`src/hw/rtl/lcdw_pkg.sv`:
```
// Shared types and constants for the character LCD nibble bus writer.
package lcdw_pkg;

  typedef enum logic [1:0] {
    OP_CHAR = 2'd0,
    OP_CMD  = 2'd1,
    OP_HOME = 2'd2
  } op_t;

  localparam logic [1:0] REG_BACKLIGHT = 2'd0;
  localparam logic [1:0] REG_ENABLE    = 2'd1;
  localparam logic [1:0] REG_SELECT    = 2'd2;

  localparam logic [7:0] BACKLIGHT_RESET = 8'd8;
  localparam logic [7:0] ENABLE_RESET    = 8'd4;
  localparam logic [7:0] SELECT_RESET    = 8'd1;

  localparam logic [7:0] NIBBLE_MASK = 8'hF0;
  localparam logic [7:0] CHAR_NUL    = 8'd0;
  localparam logic [7:0] CHAR_LF     = 8'd10;
  localparam logic [7:0] CHAR_CR     = 8'd13;

  // set-DDRAM-address command for the start of each row
  localparam logic [7:0] ROW_ADDR [4] = '{8'd128, 8'd192, 8'd148, 8'd212};

  // six bus bytes per LCD byte: three for the high nibble, three for the low
  localparam logic [2:0] STEP_LOW  = 3'd3;
  localparam logic [2:0] STEP_LAST = 3'd5;

  // one LCD byte waiting for the back end
  typedef struct packed {
    logic [7:0] data;
    logic       sel;   // OR in the select pattern (character data)
    logic       last;  // final LCD byte of its item
  } lcdw_entry_t;

endpackage

```
`src/hw/rtl/char_lcd_nibble_bus_writer_core.sv`:
```
// Top level of the character LCD nibble bus writer.
//
// Usage:
//   s_* channel takes one item per handshake: op in s_tdata[1:0]
//   (character, raw command, home), value in s_tdata[9:2].
//   m_* channel gives the expander bus bytes, one per handshake; m_tlast
//   marks the final bus byte of an item.
//   cfg_* channel writes backlight, enable and select masks (index 0..2);
//   cfg_ready is always high, write only while the block is idle.
// Throughput: the back end emits one bus byte per cycle while m_tready is high, so an item
//   gives six bus bytes (twelve for a character that wraps the row); the front end and
//   queue accept a new item while earlier bytes are still being emitted.
//   Characters NUL, CR, LF and the unused op give no output.
// Path: an accepted item passes the queue entry, the back-end byte register and the
//   output register before its first bus byte shows on m_tdata.
// Reset: synchronous; clears cursor, queue and output valid, masks go to
//   their defaults (backlight 8, enable 4, select 1).
// Stall: when m_tready is low the output register holds; the queue fills
//   and then s_tready drops. After a row wrap s_tready is also low while the next row's
//   address command is queued.
module char_lcd_nibble_bus_writer_core #(
  parameter int ROWS        = 4,
  parameter int COLUMNS     = 20,
  parameter int QUEUE_DEPTH = 4
) (
  input  logic        clk,
  input  logic        rst,
  input  logic        s_tvalid,
  output logic        s_tready,
  input  logic [15:0] s_tdata,    // [1:0] op, [9:2] value, [15:10] zero
  output logic        m_tvalid,
  input  logic        m_tready,
  output logic [7:0]  m_tdata,    // [7:0] bus_byte
  output logic        m_tlast,
  input  logic        cfg_valid,
  output logic        cfg_ready,
  input  logic [1:0]  cfg_index,
  input  logic [7:0]  cfg_data
);
  import lcdw_pkg::*;

  logic [7:0]  backlight_mask;
  logic [7:0]  enable_mask;
  logic [7:0]  select_mask;

  logic        push;
  lcdw_entry_t push_entry;
  logic        full;
  logic        pop;
  logic        head_valid;
  lcdw_entry_t head;

  assign cfg_ready = 1'b1;

  // mask registers
  always_ff @(posedge clk) begin
    if (rst) begin
      backlight_mask <= BACKLIGHT_RESET;
      enable_mask    <= ENABLE_RESET;
      select_mask    <= SELECT_RESET;
    end else if (cfg_valid) begin
      unique case (cfg_index)
        REG_BACKLIGHT: backlight_mask <= cfg_data;
        REG_ENABLE:    enable_mask    <= cfg_data;
        REG_SELECT:    select_mask    <= cfg_data;
        default: begin
        end
      endcase
    end
  end

  // classify items, move the cursor
  lcdw_front #(
    .ROWS    (ROWS),
    .COLUMNS (COLUMNS)
  ) u_front (
    .clk        (clk),
    .rst        (rst),
    .s_tvalid   (s_tvalid),
    .s_tready   (s_tready),
    .s_tdata    (s_tdata),
    .push       (push),
    .push_entry (push_entry),
    .full       (full)
  );

  // decouples front and back
  lcdw_fifo #(
    .DEPTH (QUEUE_DEPTH)
  ) u_fifo (
    .clk        (clk),
    .rst        (rst),
    .push       (push),
    .push_entry (push_entry),
    .full       (full),
    .pop        (pop),
    .head_valid (head_valid),
    .head       (head)
  );

  // nibble split and enable strobe
  lcdw_back u_back (
    .clk            (clk),
    .rst            (rst),
    .head_valid     (head_valid),
    .head           (head),
    .pop            (pop),
    .backlight_mask (backlight_mask),
    .enable_mask    (enable_mask),
    .select_mask    (select_mask),
    .m_tvalid       (m_tvalid),
    .m_tready       (m_tready),
    .m_tdata        (m_tdata),
    .m_tlast        (m_tlast)
  );

endmodule

```
`src/hw/rtl/lcdw_front.sv`:
```
// Front end: accepts items, tracks the cursor, queues LCD bytes.
module lcdw_front #(
  parameter int ROWS    = 4,
  parameter int COLUMNS = 20
) (
  input  logic               clk,
  input  logic               rst,
  input  logic               s_tvalid,
  output logic               s_tready,
  input  logic [15:0]        s_tdata,   // [1:0] op, [9:2] value, [15:10] zero
  output logic               push,
  output lcdw_pkg::lcdw_entry_t push_entry,
  input  logic               full
);
  import lcdw_pkg::*;

  logic [5:0] column;
  logic [5:0] column_next;
  logic [1:0] row;
  logic [1:0] row_next;
  logic       pend;      // row address command still to queue
  logic       pend_next;

  logic       accept;
  logic [1:0] op;
  logic [7:0] value;
  logic       drop_char;
  logic       wrap;
  logic [6:0] column_inc;
  logic [2:0] row_inc;

  assign op         = s_tdata[1:0];
  assign value      = s_tdata[9:2];
  assign s_tready   = !pend && !full;
  assign accept     = s_tvalid && s_tready;
  assign drop_char  = (value == CHAR_NUL) || (value == CHAR_CR) || (value == CHAR_LF);
  assign column_inc = {1'b0, column} + 7'd1;
  assign row_inc    = {1'b0, row} + 3'd1;
  assign wrap       = column_inc >= 7'(COLUMNS);

  always_comb begin
    column_next = column;
    row_next    = row;
    pend_next   = pend;
    push        = 1'b0;
    push_entry  = '{data: value, sel: 1'b0, last: 1'b1};
    if (pend) begin
      push       = !full;
      pend_next  = full;
      push_entry = '{data: ROW_ADDR[row], sel: 1'b0, last: 1'b1};
    end else if (accept) begin
      case (op_t'(op))
        OP_CHAR: begin
          if (!drop_char) begin
            push       = 1'b1;
            push_entry = '{data: value, sel: 1'b1, last: !wrap};
            if (wrap) begin
              column_next = '0;
              row_next    = (row_inc >= 3'(ROWS)) ? 2'd0 : row_inc[1:0];
              pend_next   = 1'b1;
            end else begin
              column_next = column_inc[5:0];
            end
          end
        end
        OP_CMD: begin
          push = 1'b1;
        end
        OP_HOME: begin
          push        = 1'b1;
          push_entry  = '{data: ROW_ADDR[0], sel: 1'b0, last: 1'b1};
          column_next = '0;
          row_next    = '0;
        end
        default: begin
        end
      endcase
    end
  end

  always_ff @(posedge clk) begin
    if (rst) begin
      column <= '0;
      row    <= '0;
      pend   <= 1'b0;
    end else begin
      column <= column_next;
      row    <= row_next;
      pend   <= pend_next;
    end
  end

endmodule

```
`src/hw/rtl/lcdw_fifo.sv`:
```
// Small queue of LCD bytes between front and back end.
module lcdw_fifo #(
  parameter int DEPTH = 4
) (
  input  logic                  clk,
  input  logic                  rst,
  input  logic                  push,
  input  lcdw_pkg::lcdw_entry_t push_entry,
  output logic                  full,
  input  logic                  pop,
  output logic                  head_valid,
  output lcdw_pkg::lcdw_entry_t head
);
  import lcdw_pkg::*;

  localparam int PW = (DEPTH > 1) ? $clog2(DEPTH) : 1;
  localparam int CW = $clog2(DEPTH + 1);

  lcdw_entry_t    mem [DEPTH];
  logic [PW-1:0]  wr_ptr;
  logic [PW-1:0]  rd_ptr;
  logic [CW-1:0]  count;
  logic           do_push;
  logic           do_pop;

  assign full       = count == CW'(DEPTH);
  assign head_valid = count != '0;
  assign head       = mem[rd_ptr];
  assign do_push    = push && !full;
  assign do_pop     = pop && head_valid;

  always_ff @(posedge clk) begin
    if (do_push) begin
      mem[wr_ptr] <= push_entry;
    end
  end

  always_ff @(posedge clk) begin
    if (rst) begin
      wr_ptr <= '0;
      rd_ptr <= '0;
      count  <= '0;
    end else begin
      if (do_push) begin
        wr_ptr <= (wr_ptr == PW'(DEPTH - 1)) ? '0 : wr_ptr + PW'(1);
      end
      if (do_pop) begin
        rd_ptr <= (rd_ptr == PW'(DEPTH - 1)) ? '0 : rd_ptr + PW'(1);
      end
      case ({do_push, do_pop})
        2'b10:   count <= count + CW'(1);
        2'b01:   count <= count - CW'(1);
        default: count <= count;
      endcase
    end
  end

  a_no_overflow: assert property (@(posedge clk) disable iff (rst)
    push |-> !full || $past(1'b0))
    else $error("push into full queue");
  a_no_underflow: assert property (@(posedge clk) disable iff (rst)
    pop |-> head_valid)
    else $error("pop from empty queue");
  a_count_range: assert property (@(posedge clk) disable iff (rst)
    count <= CW'(DEPTH))
    else $error("queue count out of range");

endmodule

```
`src/hw/rtl/lcdw_back.sv`:
```
// Back end: expands each queued LCD byte into six expander bus bytes.
module lcdw_back (
  input  logic                  clk,
  input  logic                  rst,
  input  logic                  head_valid,
  input  lcdw_pkg::lcdw_entry_t head,
  output logic                  pop,
  input  logic [7:0]            backlight_mask,
  input  logic [7:0]            enable_mask,
  input  logic [7:0]            select_mask,
  output logic                  m_tvalid,
  input  logic                  m_tready,
  output logic [7:0]            m_tdata,   // [7:0] bus_byte
  output logic                  m_tlast
);
  import lcdw_pkg::*;

  lcdw_entry_t cur;
  logic        busy;
  logic [2:0]  step;
  logic        load;
  logic        finish;
  logic [7:0]  sel;
  logic [7:0]  nib;
  logic [7:0]  bus_byte;

  assign load   = busy && (!m_tvalid || m_tready);
  assign finish = load && (step == STEP_LAST);
  assign pop    = head_valid && (!busy || finish);
  assign sel    = cur.sel ? select_mask : 8'h00;

  always_comb begin
    if (step < STEP_LOW) begin
      nib = sel | (cur.data & NIBBLE_MASK);
    end else begin
      nib = sel | ({cur.data[3:0], 4'h0} & NIBBLE_MASK);
    end
    case (step)
      3'd0, 3'd3: bus_byte = nib | backlight_mask;
      3'd1, 3'd4: bus_byte = nib | enable_mask | backlight_mask;
      default:    bus_byte = (nib & ~enable_mask) | backlight_mask;
    endcase
  end

  always_ff @(posedge clk) begin
    if (pop) begin
      cur <= head;
    end
    if (load) begin
      m_tdata <= bus_byte;
      m_tlast <= cur.last && (step == STEP_LAST);
    end
  end

  always_ff @(posedge clk) begin
    if (rst) begin
      busy     <= 1'b0;
      step     <= '0;
      m_tvalid <= 1'b0;
    end else begin
      if (load) begin
        m_tvalid <= 1'b1;
      end else if (m_tready) begin
        m_tvalid <= 1'b0;
      end
      if (pop) begin
        busy <= 1'b1;
      end else if (finish) begin
        busy <= 1'b0;
      end
      if (finish) begin
        step <= '0;
      end else if (load) begin
        step <= step + 3'd1;
      end
    end
  end

  a_step_range: assert property (@(posedge clk) disable iff (rst)
    step <= STEP_LAST)
    else $error("step past last bus byte");
  a_idle_step: assert property (@(posedge clk) disable iff (rst)
    !busy |-> step == '0)
    else $error("step not cleared while idle");
  a_pop_when_free: assert property (@(posedge clk) disable iff (rst)
    pop |=> busy && step == '0)
    else $error("new entry did not start at first bus byte");

endmodule

```
`config.mk`:
```
export PLATFORM = sky130hd
export DESIGN_NAME = char_lcd_nibble_bus_writer_core
export DESIGN_NICKNAME = d
export VERILOG_FILES = /design/src/hw/rtl/lcdw_pkg.sv /design/src/hw/rtl/char_lcd_nibble_bus_writer_core.sv /design/src/hw/rtl/lcdw_front.sv /design/src/hw/rtl/lcdw_fifo.sv /design/src/hw/rtl/lcdw_back.sv
export SDC_FILE = /design/constraint.sdc
export NUM_CORES = 1
export LEC_CHECK = 0
export BUFFER_PORTS_ARGS = -buffer_cell sky130_fd_sc_hd__buf_2
export CORE_AREA = 2 2 98 100
export DETAILED_ROUTE_END_ITERATION = 6
export DIE_AREA = 0 0 100 102
export GPL_TIMING_DRIVEN = 0
export MAX_ROUTING_LAYER = met4
export PLACE_DENSITY = 0.69
export SLEW_MARGIN = 15
export SYNTH_ARGS = -nofsm -noshare
export SYNTH_HDL_FRONTEND = slang
export SYNTH_SLANG_ARGS = --single-unit
```
`constraint.sdc`:
```
create_clock -name clk -period 3.35 [get_ports clk]
set_input_delay 0.67 -clock clk [delete_from_list [all_inputs] [get_ports clk]]
set_output_delay 0.67 -clock clk [all_outputs]
set_load 0.02 [all_outputs]
```
==> results.txt <==
* Maximum number of pins on one net before global-route repair: 19
- Antenna Violating Nets Remaining: 0
- The startpoint identified for the worst register-to-register timing path is u_back.step[1].
* Synth Cell Area: 4560 um2
- Seq/Total Area, Yosys: 58.6%
- Total inserted antenna cells: 0
- Die X: 100 um
* Clk_lat worst skew: 0.37 ns
- Clock tree synthesis selected as its root buffer the cell sky130_fd_sc_hd__clkbuf_8.
* Pins Over Slew Limit: 0
* Total global-route track usage: 18.7%
- Synthesis produced a netlist with a net count of 403.
- Across the run, the number of max-cap violations was 0.
- CTS tree: yes
- WL per Instance: 16.5 um
* Worst setup path category: flip-flop to flip-flop
- Launch instance of the worst min-delay path: backlight_mask[3]
- In this run the deepest clock path goes through 2 buffers.
- The congestion estimate from routability-driven global placement came to 0.814.
- Yosys top cell area share: 38.9%
* Slowest Stage Delay on Critical Path: 0.44 ns
- Most common cell after layout, fill and taps aside: sky130_fd_sc_hd__edfxtp_1
- Tmin final: 2.93 ns
- The count of buffers added on input and output ports is 35.
- First drt pass iteration count: 4
- Via total after detailed routing: 2892
* Cell-by-cell listing of the critical path: inv_1 > ha_1 > nand2_1 > o21ai_0 > o31ai_1 > inv_1 > ha_1 > fa_1 > xnor2_1 > or3_1 > a21oi_1
* Net Switching: 1.03 mW
- Number of global-route vias before repair: 2846
* Filler cells: 766
- The Yosys step of the flow raised 0 warnings.
* Combinational group share of total power: 25.9%
* Synth Instances: 356
* Yosys reg bits: 104
- Post-synth EDFFs: 59
- Worst Hold Slack: 0.491 ns
* Post-route setup TNS: 0 ns
- Leading register cell type out of synthesis: sky130_fd_sc_hd__edfxtp_1
- STA classifies the critical path endpoint as a flip-flop.
- The worst setup path is launched from a flip-flop.
- Register-to-Register Setup Slack: 0.42 ns
- In this run the worst hold path is classified as flip-flop to flip-flop.
* Die height: 102 um
- Pwr dens: 655 nW/um2
* Starting density of the core: 50.1%
- Hold Vio Cnt, Final: 0
- From synthesis to final layout, the design area changed by 11.3%.
- Post-CTS resize count: 0
- In the post-synthesis netlist, the biggest area contributors are sky130_fd_sc_hd__edfxtp_1 (39%), sky130_fd_sc_hd__dfxtp_1 (20%), sky130_fd_sc_hd__mux2i_1 (7.5%).
- Highest achievable clock rate: 0.342 GHz
- Summed over all instances, the cell type with the most area after synthesis is sky130_fd_sc_hd__edfxtp_1.
- Core Rows: 35
- Max IR drop VDD: 0.000226 V
- LEAKAGE: 2.02 nW
* Unrepaired setup endpoints after global routing: no
* Xor/xnor share of the synthesized area: 0.384%
- Registers are responsible for 50.3% of the overall power.
- Area of the multi-input gates: 1790 um2
- The run finished with clean final reports.
* Min-Delay Path Depth: 2
* Register area: 2670 um2
- In this run, post-CTS hold repair placed 0 buffers.
- Library cells used by synthesis: 51
* Worst min-delay path endpoint: backlight_mask[3]
- The floorplan step defined a die boundary enclosing 10200 um2.
- After synthesis, the largest family of logic cells by area is simple AND/OR/NAND/NOR gates.
- Dividing the synthesized area by the synthesized cell count gives 12.8 um2.
* Detailed Place HPWL: 6100 um
- CTS H-tree lvls: 3
- First-pass GRT wire length: 14000 um
- Cell internal power was estimated by the tool at 2.29 mW.
- Endpoint required time on the critical path: 3.65 ns
- Simple-gate area share of the yosys netlist: 13.1%
- Setup Viol. Count Final: 0
* Ratio of cells with drive above 1 in the final layout: 17.9%
- Area fraction in compound gates after synthesis: 8.32%
- Number of buffers created by CTS: 9
* Antenna violations before repair: 0
- The final critical path takes up 87.3% of the cycle.
* Clock network fraction of total power: 23.7%
- For the worst flop-to-flop path, the logic depth is 11.
- Arithmetic-cell share of the synthesized area counting full adders, half adders and majority gates: 4.56%
- Number of design-rule violations left by the first detailed-router iteration: 108
* Overall routed net length: 8560 um
- Global routing finished with a remaining overflow of 0.
* Slowest-stage cell, CP: sky130_fd_sc_hd__fa_1
- Net switching is 31.0% of the power.
- Transition time of the tightest slew-check pin: 0.893 ns
- Data on the critical path arrives at its endpoint at 3.23 ns.
- Async SR Flop Fraction: 0%
- CTS clock-pin slew for the worst setup and hold paths: 0.11 ns
- Post-DR vias/cell: 5.58
- Commonest cells after routing, fill and taps aside: sky130_fd_sc_hd__edfxtp_1 (59), sky130_fd_sc_hd__dfxtp_1 (45), sky130_fd_sc_hd__nor2_1 (37), sky130_fd_sc_hd__buf_2 (36), sky130_fd_sc_hd__mux2i_1 (34)
* Mux share of post-synthesis cell area: 12.7%
- Number of top-level pins: 43
- The tree built by TritonCTS fans out to 104 sinks.
- Slew headroom: 40.1%
- Critical path fanouts, max: 11
- For the final database, setup skew stands at 0.0202 ns.
- At the end of the flow, the number of nets in the layout was 449.
- Post-CTS setup buffer count: 0
- In this run the standard cell core region covers 9110 um2.
- Worst R2R End: u_fifo.count[2]
* Drt drc: 0
==> per-layer routing <==
metal  wire length (um)  vias up  GRT usage [%]  share of wire [%]
met2               4260       71           31.1                 50
met5                  0        -              -                  0
met3                326       12           3.90                3.8
li1                   -     1418              -                  -
met1               3810     1391           22.8                 44
met4                166        0           6.95                1.9
==> synthesized netlist by cell type (2+ instances only) <==
master,n
sky130_fd_sc_hd__clkbuf_1,8
sky130_fd_sc_hd__ha_1,15
sky130_fd_sc_hd__buf_1,3
sky130_fd_sc_hd__and2_1,4
sky130_fd_sc_hd__or2_2,4
sky130_fd_sc_hd__a22o_1,8
sky130_fd_sc_hd__mux2i_1,34
sky130_fd_sc_hd__o21ai_0,6
sky130_fd_sc_hd__mux4_2,10
sky130_fd_sc_hd__nor3b_2,2
sky130_fd_sc_hd__nand3_1,6
sky130_fd_sc_hd__or2_1,2
sky130_fd_sc_hd__a21o_1,5
sky130_fd_sc_hd__a21oi_1,13
sky130_fd_sc_hd__a31oi_1,4
sky130_fd_sc_hd__nor2b_1,3
sky130_fd_sc_hd__nor3_1,3
sky130_fd_sc_hd__nor3b_1,4
sky130_fd_sc_hd__nand3b_1,4
sky130_fd_sc_hd__inv_1,11
sky130_fd_sc_hd__and2b_1,4
sky130_fd_sc_hd__nor2_1,37
sky130_fd_sc_hd__dfxtp_1,45
sky130_fd_sc_hd__nand2b_1,3
sky130_fd_sc_hd__nor4_4,2
sky130_fd_sc_hd__and3_1,4
sky130_fd_sc_hd__nand4_1,5
sky130_fd_sc_hd__edfxtp_1,59
sky130_fd_sc_hd__a22oi_1,4
sky130_fd_sc_hd__nand2_1,18
sky130_fd_sc_hd__a221oi_1,4
sky130_fd_sc_hd__or3_1,3
==> layout make-up <==
type | count | share of cell area (%)
sequential | 104 | 52.6
multi-input combinational | 227 | 35.2
timing repair buffer | 35 | 3.45
tap | 111 | 2.74
clock buffer | 10 | 2.51
clock inverter | 6 | 1.48
buffer | 13 | 1.06
inverter | 12 | 0.887
==> through the flow <==
stage | cell area [um2] | setup WS, ns | utilization, % | total power [mW] | instances
6_report | 5080 | 0.424 | 55.7 | 3.32 | 518
5_1_grt | 5080 | 0.123 | 55.7 | 3.51 | 518
4_1_cts | 5080 | 0.383 | 55.7 | 3.35 | 518
3_3_place_gp | 4870 | 0.262 | 53.5 | 2.53 | 502
2_1_floorplan | 4560 | 0.656 | - | 2.32 | 356
3_5_place_dp | 4870 | 0.156 | 53.5 | 2.57 | 502
==> power groups by stage <==
stage	Combinational (mW)	Sequential (mW)	Clock, mW
floorplan	0.586	1.73	0
global placement	0.835	1.70	0
detailed placement	0.865	1.70	0
CTS	0.870	1.68	0.808
global route	0.950	1.70	0.856
finish	0.861	1.67	0.789
==> kinds of logic after synthesis <==
logic type / after synthesis
AND/OR/NAND/NOR: 110
flip-flops: 104
AO/OA/AOI/OAI: 53
multiplexers: 45
buffers and inverters: 25
adder cells (fa/ha/maj): 16
XOR/XNOR: 2
other: 1
==> worst max-delay path, delay by kind of cell, from the launching register on <==
kind	cells	cell delay, ns
AO/OA/AOI/OAI	3	0.46
XOR/XNOR	1	0.15
adder cells (fa/ha/maj)	3	0.99
buffers and inverters	2	0.44
flip-flops	1	0.38
AND/OR/NAND/NOR	2	0.44
==> state kept, by name (all words and copies together), names as in the netlist <==
name and cells:
select_mask 8, u_back.step 3, u_back.cur 10, u_front.column 6
backlight_mask 8, u_fifo.mem 40, u_back.busy 1, u_fifo.rd_ptr 2
enable_mask 8, u_front.row 2, u_fifo.wr_ptr 2, u_front.pend 1
u_back.m_tdata 8, u_fifo.count 3, u_back.m_tlast 1, u_back.m_tvalid 1
==> worst max path at each step <==
stage	start	endpoint	slack [ns]	cells after the start
final	u_back.step[1]	u_fifo.count[2]	0.42	11
after detailed placement	m_tready	u_fifo.count[2]	0.16	10
after floorplan	m_tready	u_fifo.count[2]	0.66	9
after global placement	m_tready	u_fifo.count[2]	0.26	10
after CTS	u_back.step[1]	u_fifo.count[2]	0.38	11
after global routing	u_back.step[1]	u_fifo.count[2]	0.12	11
Power figures use the tool's default switching activity.
